--- src/rtl/rcc_pkg.sv ---
// Shared types, constants and calendar helpers for the real-time clock calendar.
`default_nettype none

package rcc_pkg;

  localparam int unsigned RCC_DEFAULT_SYNC_INTERVAL = 3600;

  // Item kinds.
  localparam logic [1:0] KIND_TICK = 2'd0;
  localparam logic [1:0] KIND_SET  = 2'd1;
  localparam logic [1:0] KIND_LOAD = 2'd2;

  // Sync request codes.
  localparam logic [1:0] REQ_NONE  = 2'd0;
  localparam logic [1:0] REQ_PUSH  = 2'd1;
  localparam logic [1:0] REQ_FETCH = 2'd2;

  // Register indexes.
  localparam logic REG_TWELVE_HOUR   = 1'b0;
  localparam logic REG_SYNC_INTERVAL = 1'b1;

  localparam logic [5:0] SEC_MAX    = 6'd59;
  localparam logic [5:0] MIN_MAX    = 6'd59;
  localparam logic [4:0] HOUR_MAX24 = 5'd23;
  localparam logic [4:0] HOUR_NOON  = 5'd12;
  localparam logic [3:0] MONTH_MAX  = 4'd12;
  localparam logic [6:0] YEAR_MAX   = 7'd99;

  typedef struct packed {
    logic [5:0]  seconds;
    logic [5:0]  minutes;
    logic [4:0]  hours;
    logic        pm_flag;
    logic [4:0]  day_of_month;
    logic [3:0]  month_num;
    logic [6:0]  year_num;
    logic [15:0] sync_countdown;
    logic        push_pending;
  } rcc_state_t;

  typedef struct packed {
    logic [1:0] kind;
    logic [5:0] second_in;
    logic [5:0] minute_in;
    logic [4:0] hour_in;
    logic [4:0] day_in;
    logic [3:0] month_in;
    logic [6:0] year_in;
    logic       pm_in;
  } rcc_item_t;

  // Days in a month; every year divisible by four is a leap year in this century.
  function automatic logic [4:0] month_length(input logic [3:0] month,
                                              input logic [6:0] year);
    logic [4:0] len;
    begin
      case (month)
        4'd2:                        len = (year[1:0] == 2'b00) ? 5'd29 : 5'd28;
        4'd4, 4'd6, 4'd9, 4'd11:     len = 5'd30;
        default:                     len = 5'd31;
      endcase
      return len;
    end
  endfunction

endpackage

`default_nettype wire

--- src/rtl/rtc_calendar_counter_top.sv ---
// Top level of the real-time clock calendar: register port, item pipeline, result register.
//
//   Channel   Handshake                    Beat contents
//   input     in_valid_i / in_ready_o      kind, time and date fields, pm flag
//   output    out_valid_o / out_ready_i    time and date, pm flag, sync request
//   config    psel/penable/pwrite, pready  twelve_hour at 0x0, sync_interval at 0x4
//
// Every item passes from acceptance through the input register, then through the
// next-state logic into the state and result registers.
// A new item is accepted every cycle while results are taken.
// Reset brings the clock to 00:00:00 on day 1, month 1, year 0 with a countdown of one.
// A stalled result holds the pipeline; the input register still takes one more beat.
`default_nettype none

module rtc_calendar_counter_top
  import rcc_pkg::*;
#(
  parameter int unsigned DEFAULT_SYNC_INTERVAL = RCC_DEFAULT_SYNC_INTERVAL
) (
  input  logic        clk_i,
  input  logic        rst_ni,
  input  logic        psel,
  input  logic        penable,
  input  logic        pwrite,
  input  logic [2:0]  paddr,
  input  logic [31:0] pwdata,
  output logic [31:0] prdata,
  output logic        pready,
  input  logic        in_valid_i,
  output logic        in_ready_o,
  input  logic [1:0]  kind_i,
  input  logic [5:0]  second_in_i,
  input  logic [5:0]  minute_in_i,
  input  logic [4:0]  hour_in_i,
  input  logic [4:0]  day_in_i,
  input  logic [3:0]  month_in_i,
  input  logic [6:0]  year_in_i,
  input  logic        pm_in_i,
  output logic        out_valid_o,
  input  logic        out_ready_i,
  output logic [5:0]  second_out_o,
  output logic [5:0]  minute_out_o,
  output logic [4:0]  hour_out_o,
  output logic        pm_out_o,
  output logic [4:0]  day_out_o,
  output logic [3:0]  month_out_o,
  output logic [6:0]  year_out_o,
  output logic [1:0]  sync_request_o
);

  logic        twelve_hour_q;
  logic [15:0] sync_interval_q;
  logic        cfg_write;
  logic [15:0] sync_reload;

  logic        item_valid_q;
  rcc_item_t   item_q;
  logic        item_advance;

  rcc_state_t  state_q;
  rcc_state_t  state_d;
  logic [1:0]  req_d;

  logic        out_valid_q;
  rcc_state_t  out_state_q;
  logic        out_pm_q;
  logic [1:0]  out_req_q;

  // Register port.
  assign pready    = 1'b1;
  assign cfg_write = psel & penable & pwrite;

  always_ff @(posedge clk_i or negedge rst_ni) begin
    if (!rst_ni) begin
      twelve_hour_q   <= 1'b0;
      sync_interval_q <= 16'd0;
    end else if (cfg_write) begin
      case (paddr[2])
        REG_TWELVE_HOUR:   twelve_hour_q   <= pwdata[0];
        REG_SYNC_INTERVAL: sync_interval_q <= pwdata[15:0];
        default:           twelve_hour_q   <= twelve_hour_q;
      endcase
    end
  end

  always_comb begin
    case (paddr[2])
      REG_TWELVE_HOUR:   prdata = {31'd0, twelve_hour_q};
      REG_SYNC_INTERVAL: prdata = {16'd0, sync_interval_q};
      default:           prdata = 32'd0;
    endcase
  end

  assign sync_reload = (sync_interval_q == 16'd0) ? 16'(DEFAULT_SYNC_INTERVAL)
                                                 : sync_interval_q;

  // Input register.
  assign item_advance = item_valid_q & (~out_valid_q | out_ready_i);
  assign in_ready_o   = ~item_valid_q | item_advance;

  always_ff @(posedge clk_i or negedge rst_ni) begin
    if (!rst_ni) begin
      item_valid_q <= 1'b0;
    end else if (in_ready_o) begin
      item_valid_q <= in_valid_i;
    end
  end

  always_ff @(posedge clk_i) begin
    if (in_valid_i && in_ready_o) begin
      item_q.kind      <= kind_i;
      item_q.second_in <= second_in_i;
      item_q.minute_in <= minute_in_i;
      item_q.hour_in   <= hour_in_i;
      item_q.day_in    <= day_in_i;
      item_q.month_in  <= month_in_i;
      item_q.year_in   <= year_in_i;
      item_q.pm_in     <= pm_in_i;
    end
  end

  rcc_step u_step (
    .state_i        (state_q),
    .item_i         (item_q),
    .twelve_hour_i  (twelve_hour_q),
    .sync_reload_i  (sync_reload),
    .state_o        (state_d),
    .sync_request_o (req_d)
  );

  // Clock state.
  always_ff @(posedge clk_i or negedge rst_ni) begin
    if (!rst_ni) begin
      state_q.seconds        <= 6'd0;
      state_q.minutes        <= 6'd0;
      state_q.hours          <= 5'd0;
      state_q.pm_flag        <= 1'b0;
      state_q.day_of_month   <= 5'd1;
      state_q.month_num      <= 4'd1;
      state_q.year_num       <= 7'd0;
      state_q.sync_countdown <= 16'd1;
      state_q.push_pending   <= 1'b0;
    end else if (item_advance) begin
      state_q <= state_d;
    end
  end

  // Result register.
  always_ff @(posedge clk_i or negedge rst_ni) begin
    if (!rst_ni) begin
      out_valid_q <= 1'b0;
    end else if (item_advance) begin
      out_valid_q <= 1'b1;
    end else if (out_ready_i) begin
      out_valid_q <= 1'b0;
    end
  end

  always_ff @(posedge clk_i) begin
    if (item_advance) begin
      out_state_q <= state_d;
      out_pm_q    <= twelve_hour_q & state_d.pm_flag;
      out_req_q   <= req_d;
    end
  end

  assign out_valid_o    = out_valid_q;
  assign second_out_o   = out_state_q.seconds;
  assign minute_out_o   = out_state_q.minutes;
  assign hour_out_o     = out_state_q.hours;
  assign pm_out_o       = out_pm_q;
  assign day_out_o      = out_state_q.day_of_month;
  assign month_out_o    = out_state_q.month_num;
  assign year_out_o     = out_state_q.year_num;
  assign sync_request_o = out_req_q;

endmodule

`default_nettype wire

--- src/rtl/rcc_step.sv ---
// Next-state logic for one item: tick, set or external load.
`default_nettype none

module rcc_step
  import rcc_pkg::*;
(
  input  rcc_state_t  state_i,
  input  rcc_item_t   item_i,
  input  logic        twelve_hour_i,
  input  logic [15:0] sync_reload_i,
  output rcc_state_t  state_o,
  output logic [1:0]  sync_request_o
);

  rcc_state_t st;
  logic [1:0] req;
  logic [6:0] sec_inc;
  logic [6:0] min_inc;
  logic [5:0] hour_inc;
  logic [5:0] day_inc;
  logic [4:0] mon_inc;
  logic [7:0] year_inc;
  logic       day_step;
  logic       hours_ok;

  always_comb begin
    st       = state_i;
    req      = REQ_NONE;
    day_step = 1'b0;
    sec_inc  = {1'b0, state_i.seconds} + 7'd1;
    min_inc  = {1'b0, state_i.minutes} + 7'd1;
    hour_inc = {1'b0, state_i.hours} + 6'd1;
    day_inc  = {1'b0, state_i.day_of_month} + 6'd1;
    mon_inc  = {1'b0, state_i.month_num} + 5'd1;
    year_inc = {1'b0, state_i.year_num} + 8'd1;
    hours_ok = twelve_hour_i ? (item_i.hour_in >= 5'd1 && item_i.hour_in <= HOUR_NOON)
                             : (item_i.hour_in <= HOUR_MAX24);

    case (item_i.kind)
      KIND_TICK: begin
        if (state_i.push_pending) begin
          st.push_pending = 1'b0;
          req = REQ_PUSH;
        end else if (state_i.sync_countdown == 16'd0) begin
          st.sync_countdown = sync_reload_i;
          req = REQ_FETCH;
        end else if (sec_inc <= {1'b0, SEC_MAX}) begin
          st.seconds = sec_inc[5:0];
        end else begin
          st.seconds = 6'd0;
          if (min_inc <= {1'b0, MIN_MAX}) begin
            st.minutes = min_inc[5:0];
          end else begin
            st.minutes = 6'd0;
            if (twelve_hour_i) begin
              if (hour_inc == {1'b0, HOUR_NOON}) begin
                st.hours = hour_inc[4:0];
                st.pm_flag = ~state_i.pm_flag;
                // Rolling from PM back to AM starts the next day.
                day_step = state_i.pm_flag;
              end else if (hour_inc > {1'b0, HOUR_NOON}) begin
                st.hours = 5'd1;
              end else begin
                st.hours = hour_inc[4:0];
              end
            end else if (hour_inc > {1'b0, HOUR_MAX24}) begin
              st.hours = 5'd0;
              day_step = 1'b1;
            end else begin
              st.hours = hour_inc[4:0];
            end
          end
        end

        if (day_step) begin
          if (day_inc > {1'b0, month_length(state_i.month_num, state_i.year_num)}) begin
            st.day_of_month = 5'd1;
            if (mon_inc > {1'b0, MONTH_MAX}) begin
              st.month_num = 4'd1;
              st.year_num = (year_inc > {1'b0, YEAR_MAX}) ? 7'd0 : year_inc[6:0];
            end else begin
              st.month_num = mon_inc[3:0];
            end
          end else begin
            st.day_of_month = day_inc[4:0];
          end
        end

        if (st.sync_countdown != 16'd0) begin
          st.sync_countdown = st.sync_countdown - 16'd1;
        end
      end
      KIND_SET, KIND_LOAD: begin
        if (item_i.second_in <= SEC_MAX) st.seconds = item_i.second_in;
        if (item_i.minute_in <= MIN_MAX) st.minutes = item_i.minute_in;
        if (hours_ok) st.hours = item_i.hour_in;
        if (item_i.year_in <= YEAR_MAX) st.year_num = item_i.year_in;
        if (item_i.month_in >= 4'd1 && item_i.month_in <= MONTH_MAX) begin
          st.month_num = item_i.month_in;
        end
        // The day is checked against the month and year as just written.
        if (item_i.day_in >= 5'd1 &&
            item_i.day_in <= month_length(st.month_num, st.year_num)) begin
          st.day_of_month = item_i.day_in;
        end
        if (item_i.kind == KIND_SET) begin
          st.push_pending = 1'b1;
        end else begin
          st.pm_flag = twelve_hour_i & item_i.pm_in;
        end
      end
      default: begin
        st = state_i;
      end
    endcase
  end

  assign state_o        = st;
  assign sync_request_o = req;

endmodule

`default_nettype wire

--- config.mk ---
export PLATFORM = sky130hd
export DESIGN_NAME = rtc_calendar_counter_top
export DESIGN_NICKNAME = d
export VERILOG_FILES = /design/src/rtl/rcc_pkg.sv /design/src/rtl/rtc_calendar_counter_top.sv /design/src/rtl/rcc_step.sv
export SDC_FILE = /design/constraint.sdc
export NUM_CORES = 1
export LEC_CHECK = 0
export ABC_CLOCK_PERIOD_IN_PS = 3400
export BUFFER_PORTS_ARGS = -buffer_cell sky130_fd_sc_hd__buf_2
export CORE_AREA = 2 2 159 122
export DETAILED_ROUTE_END_ITERATION = 10
export DIE_AREA = 0 0 161 124
export PLACE_DENSITY = 0.83
export SLEW_MARGIN = 40
export SYNTH_ARGS = -nofsm -noshare
export SYNTH_HDL_FRONTEND = slang
export SYNTH_SLANG_ARGS = --single-unit
--- constraint.sdc ---
create_clock -name clk_i -period 3.4 [get_ports clk_i]
set_clock_uncertainty 0.1 [all_clocks]
set_input_delay 0.51 -clock clk_i [delete_from_list [all_inputs] [get_ports clk_i]]
set_output_delay 0.51 -clock clk_i [all_outputs]
set_load 0.01 [all_outputs]
==> results.toml <==
[floorplanning]
initial_core_util_pct = 51.5
boundaryPins = 149
die_h_um = 124
core_area_mm2 = 0.0183
placementRows = 43
die_w_um = 161
dieArea_mm2 = 0.0200

[cts]
cts_tree = "yes"
cts_made_buffers = 17
cts.sinks = 142
clockBufferDepth = 2
clk_latency_ps = 440
cts-root-buf = "clkbuf_16"
htree_num_levels = 4
clkTransAtPathRegs_ps = 70

[timing]
tightestPinTransition_ps = 875
setup_ws_ps = -123
final_hold_viol_count = 0
slew_violations = 0
setup_viol = 2
slew_headroom_pct = 41.5
timing.fmax_mhz = 284
fin_crit_ps = 3520
rsz0062_at_grt = "yes"
whs_ps = 136
fin_crit_sh_pct = 104

[synthesis]
netlist_area_mm2 = 0.00942
synth.yosys.warnings = 0
ys_types = 91
async_reset_ff_share_pct = 49.3
ys_seq_area_share_pct = 41.6
syn_inst = 1020
synth_ff_type = "edfxtp_1"
ys_ff_latch = 142
avgSynthCellArea_um2 = 9.23
synth_edf_count = 72

[grt]
globalRouteTotalUtil_pct = 28.0
grt_max_degree = 40
grt_pass1_wl_um = 43900
grt-ovfl-total = 0
antenna_found_initial = 0
grt_pass1_vias = 8491

[outcome]
status = "complete, but fails checks"
violations = "setup timing"

[finish]
areaGrowthSynthToFinish_pct = 21.9
design_area_mm2 = 0.0115
finalNetCount = 1279
layout-drive-gt1-share_pct = 27.0
antenna_cells = 0

[hold_path]
min_path_type = "input pin to register"

[placed_design]
portBuffers = 113
dpl.hpwl_um = 19000
gp_congestion = 0.950
place_area_mm2 = 0.0106

[critical_path]
worstSetupPathType = "register to register"
crit_arrival_ps = 3600
critPathLaunchType = "register"
cp.required_ps = 3480
cp-end-kind = "register"
cp_max_fo = 4

[drt]
routedWlPerCell_um = 19.8
firstDrtPassIters = 6
vias = 9350
ant_nets = 0
drt_wl_total_um = 28400
drt_iter0_drc = 1151
drc = 0
viasPerCell = 6.51

[power]
power_leakage_nw = 4.61
p_per_area_mw_per_mm2 = 616
ir_worst_vdd_mv = 0.386
p_total_mw = 7.07

[run]
cap_violations = 0
[registers in the layout (all words and copies together) (netlist names)]
| name | flops |
|---|---|
| state_q | 51 |
| item_q | 36 |
| sync_interval_q | 16 |
| year_out_o | 7 |
| minute_out_o | 6 |
| second_out_o | 6 |
| day_out_o | 5 |
| hour_out_o | 5 |
| month_out_o | 4 |
| sync_request_o | 2 |
| item_valid_q | 1 |
| out_valid_o | 1 |
| pm_out_o | 1 |
| twelve_hour_q | 1 |
[where the power goes]
part	switching [mW]	total (mW)	internal (mW)
combinational	1.50	2.61	1.11
clock	0.832	1.86	1.03
sequential	0.429	2.59	2.16
total	2.76	7.07	4.31
[metal layers]
layer  GRT usage (%)  vias up  routed length [µm]
met1            39.7     4482               12400
met2            42.6      589               12600
li1                -     4218                   -
met5               0        -                   0
met3            7.19       61                2760
met4            8.43        0                 633
[metrics by stage]
stage	instances	TNS [ps]	utilization (%)	worst slack (ps)
after global placement	1388	-59.0	57.8	-42.2
after CTS	1425	0	61.4	6.78
after detailed placement	1388	-759	57.8	-132
after floorplan	1035	-3.44	-	-3.44
final	1437	-134	62.7	-123
after global routing	1437	-2230	62.7	-233
[cell type report]
type,count,area [µm²]
fill,1482,6820
multi-input combinational,780,5250
sequential,142,3920
timing repair buffer,206,1300
clock buffer,17,425
tap,247,309
clock inverter,15,155
inverter,30,115
[cell usage after synthesis, types with 11 or more instances]
cell type	n	share of area (%)
a211oi_1	13	1.0
o221ai_1	14	1.3
nor3_1	26	1.4
nand2b_1	16	1.1
a31oi_1	24	1.6
and3_1	14	0.93
mux2_2	20	2.4
buf_4	17	1.4
o211ai_1	13	1.0
o21ai_0	62	3.3
a22o_1	11	1.0
edfxtp_1	72	23
nor4_1	16	1.1
and2_1	24	1.6
nor2_1	69	2.8
nand4_1	16	1.1
a21oi_1	53	2.8
inv_1	29	1.2
nand3_1	29	1.5
dfrtp_1	67	18
nor2b_1	11	0.73
nand2_1	93	3.7
a22oi_1	17	1.4
ha_1	24	3.2
clkbuf_1	54	2.2
[worst max-delay path: stages (launching register included)]
cell and delay (ps):
dfstp_2 560, buf_6 130, ha_4 140, nor2_2 40
o21ai_1 160, o21ai_1 110, ha_2 340, and2_4 170
a2111oi_4 50, nor3_4 310, or4b_4 530, o31ai_4 200
o31ai_1 100, a221o_1 320
[placed cells by master (no fill, tap or decap), types with 11 or more instances in the layout]
cell,instances
o21ai_0,57
mux2_2,20
edfxtp_1,72
nor2b_1,11
and3_1,14
a211oi_1,12
clkbuf_16,17
buf_2,112
nor4_1,14
ha_1,19
nand2_1,93
nor3_1,24
o221ai_1,13
nor2_1,65
a22oi_1,17
a21oi_1,50
nand2b_1,14
conb_1,17
a22o_1,11
buf_4,89
a31oi_1,24
o211ai_1,13
nand4_1,16
nand3_1,27
inv_1,27
and2_1,22
dfrtp_1,66
[repair_timing]
item	CTS	global route
hold buffers	0	1
buffers inserted	5	10
gates resized for setup	9	36
gates cloned	0	1
setup endpoints to repair	15	33
pin swaps	4	12
endpoints found under the hold margin	0	28
[logic make-up (layout without fill, tap and decap cells)]
logic type	count (synthesis)	after routing	share of synthesized area, %
simple gates	368	369	20.5
fa+ha+maj	24	24	3.19
other cells	2	17	0.0797
buf+inv	114	268	5.58
flops	142	142	41.6
compound gates	335	335	25.1
mux	27	27	3.14
xor+xnor	8	8	0.744
[final timing paths]
check / slack [ps] / start / to / cells past startpoint
setup / recovery: -120 / state_q[24]$_DFFE_PN1P_ / day_out_o[0]$_DFFE_PP_ / 13
hold / removal: 140 / hour_in_i[0] / item_q[17]$_DFFE_PP_ / 1
setup reg to reg: -120 / state_q[24]$_DFFE_PN1P_ / day_out_o[0]$_DFFE_PP_ / 13
hold reg to reg: 390 / item_valid_q$_DFFE_PN0N_ / out_valid_o$_DFFE_PN0P_ / 1
max in group asynchronous: 2150 / rst_ni / state_q[30]$_DFFE_PN0P_ / 3
min in group asynchronous: 460 / rst_ni / sync_interval_q[4]$_DFFE_PN0P_ / 2
No activity file was read; power rests on OpenSTA's default activity.
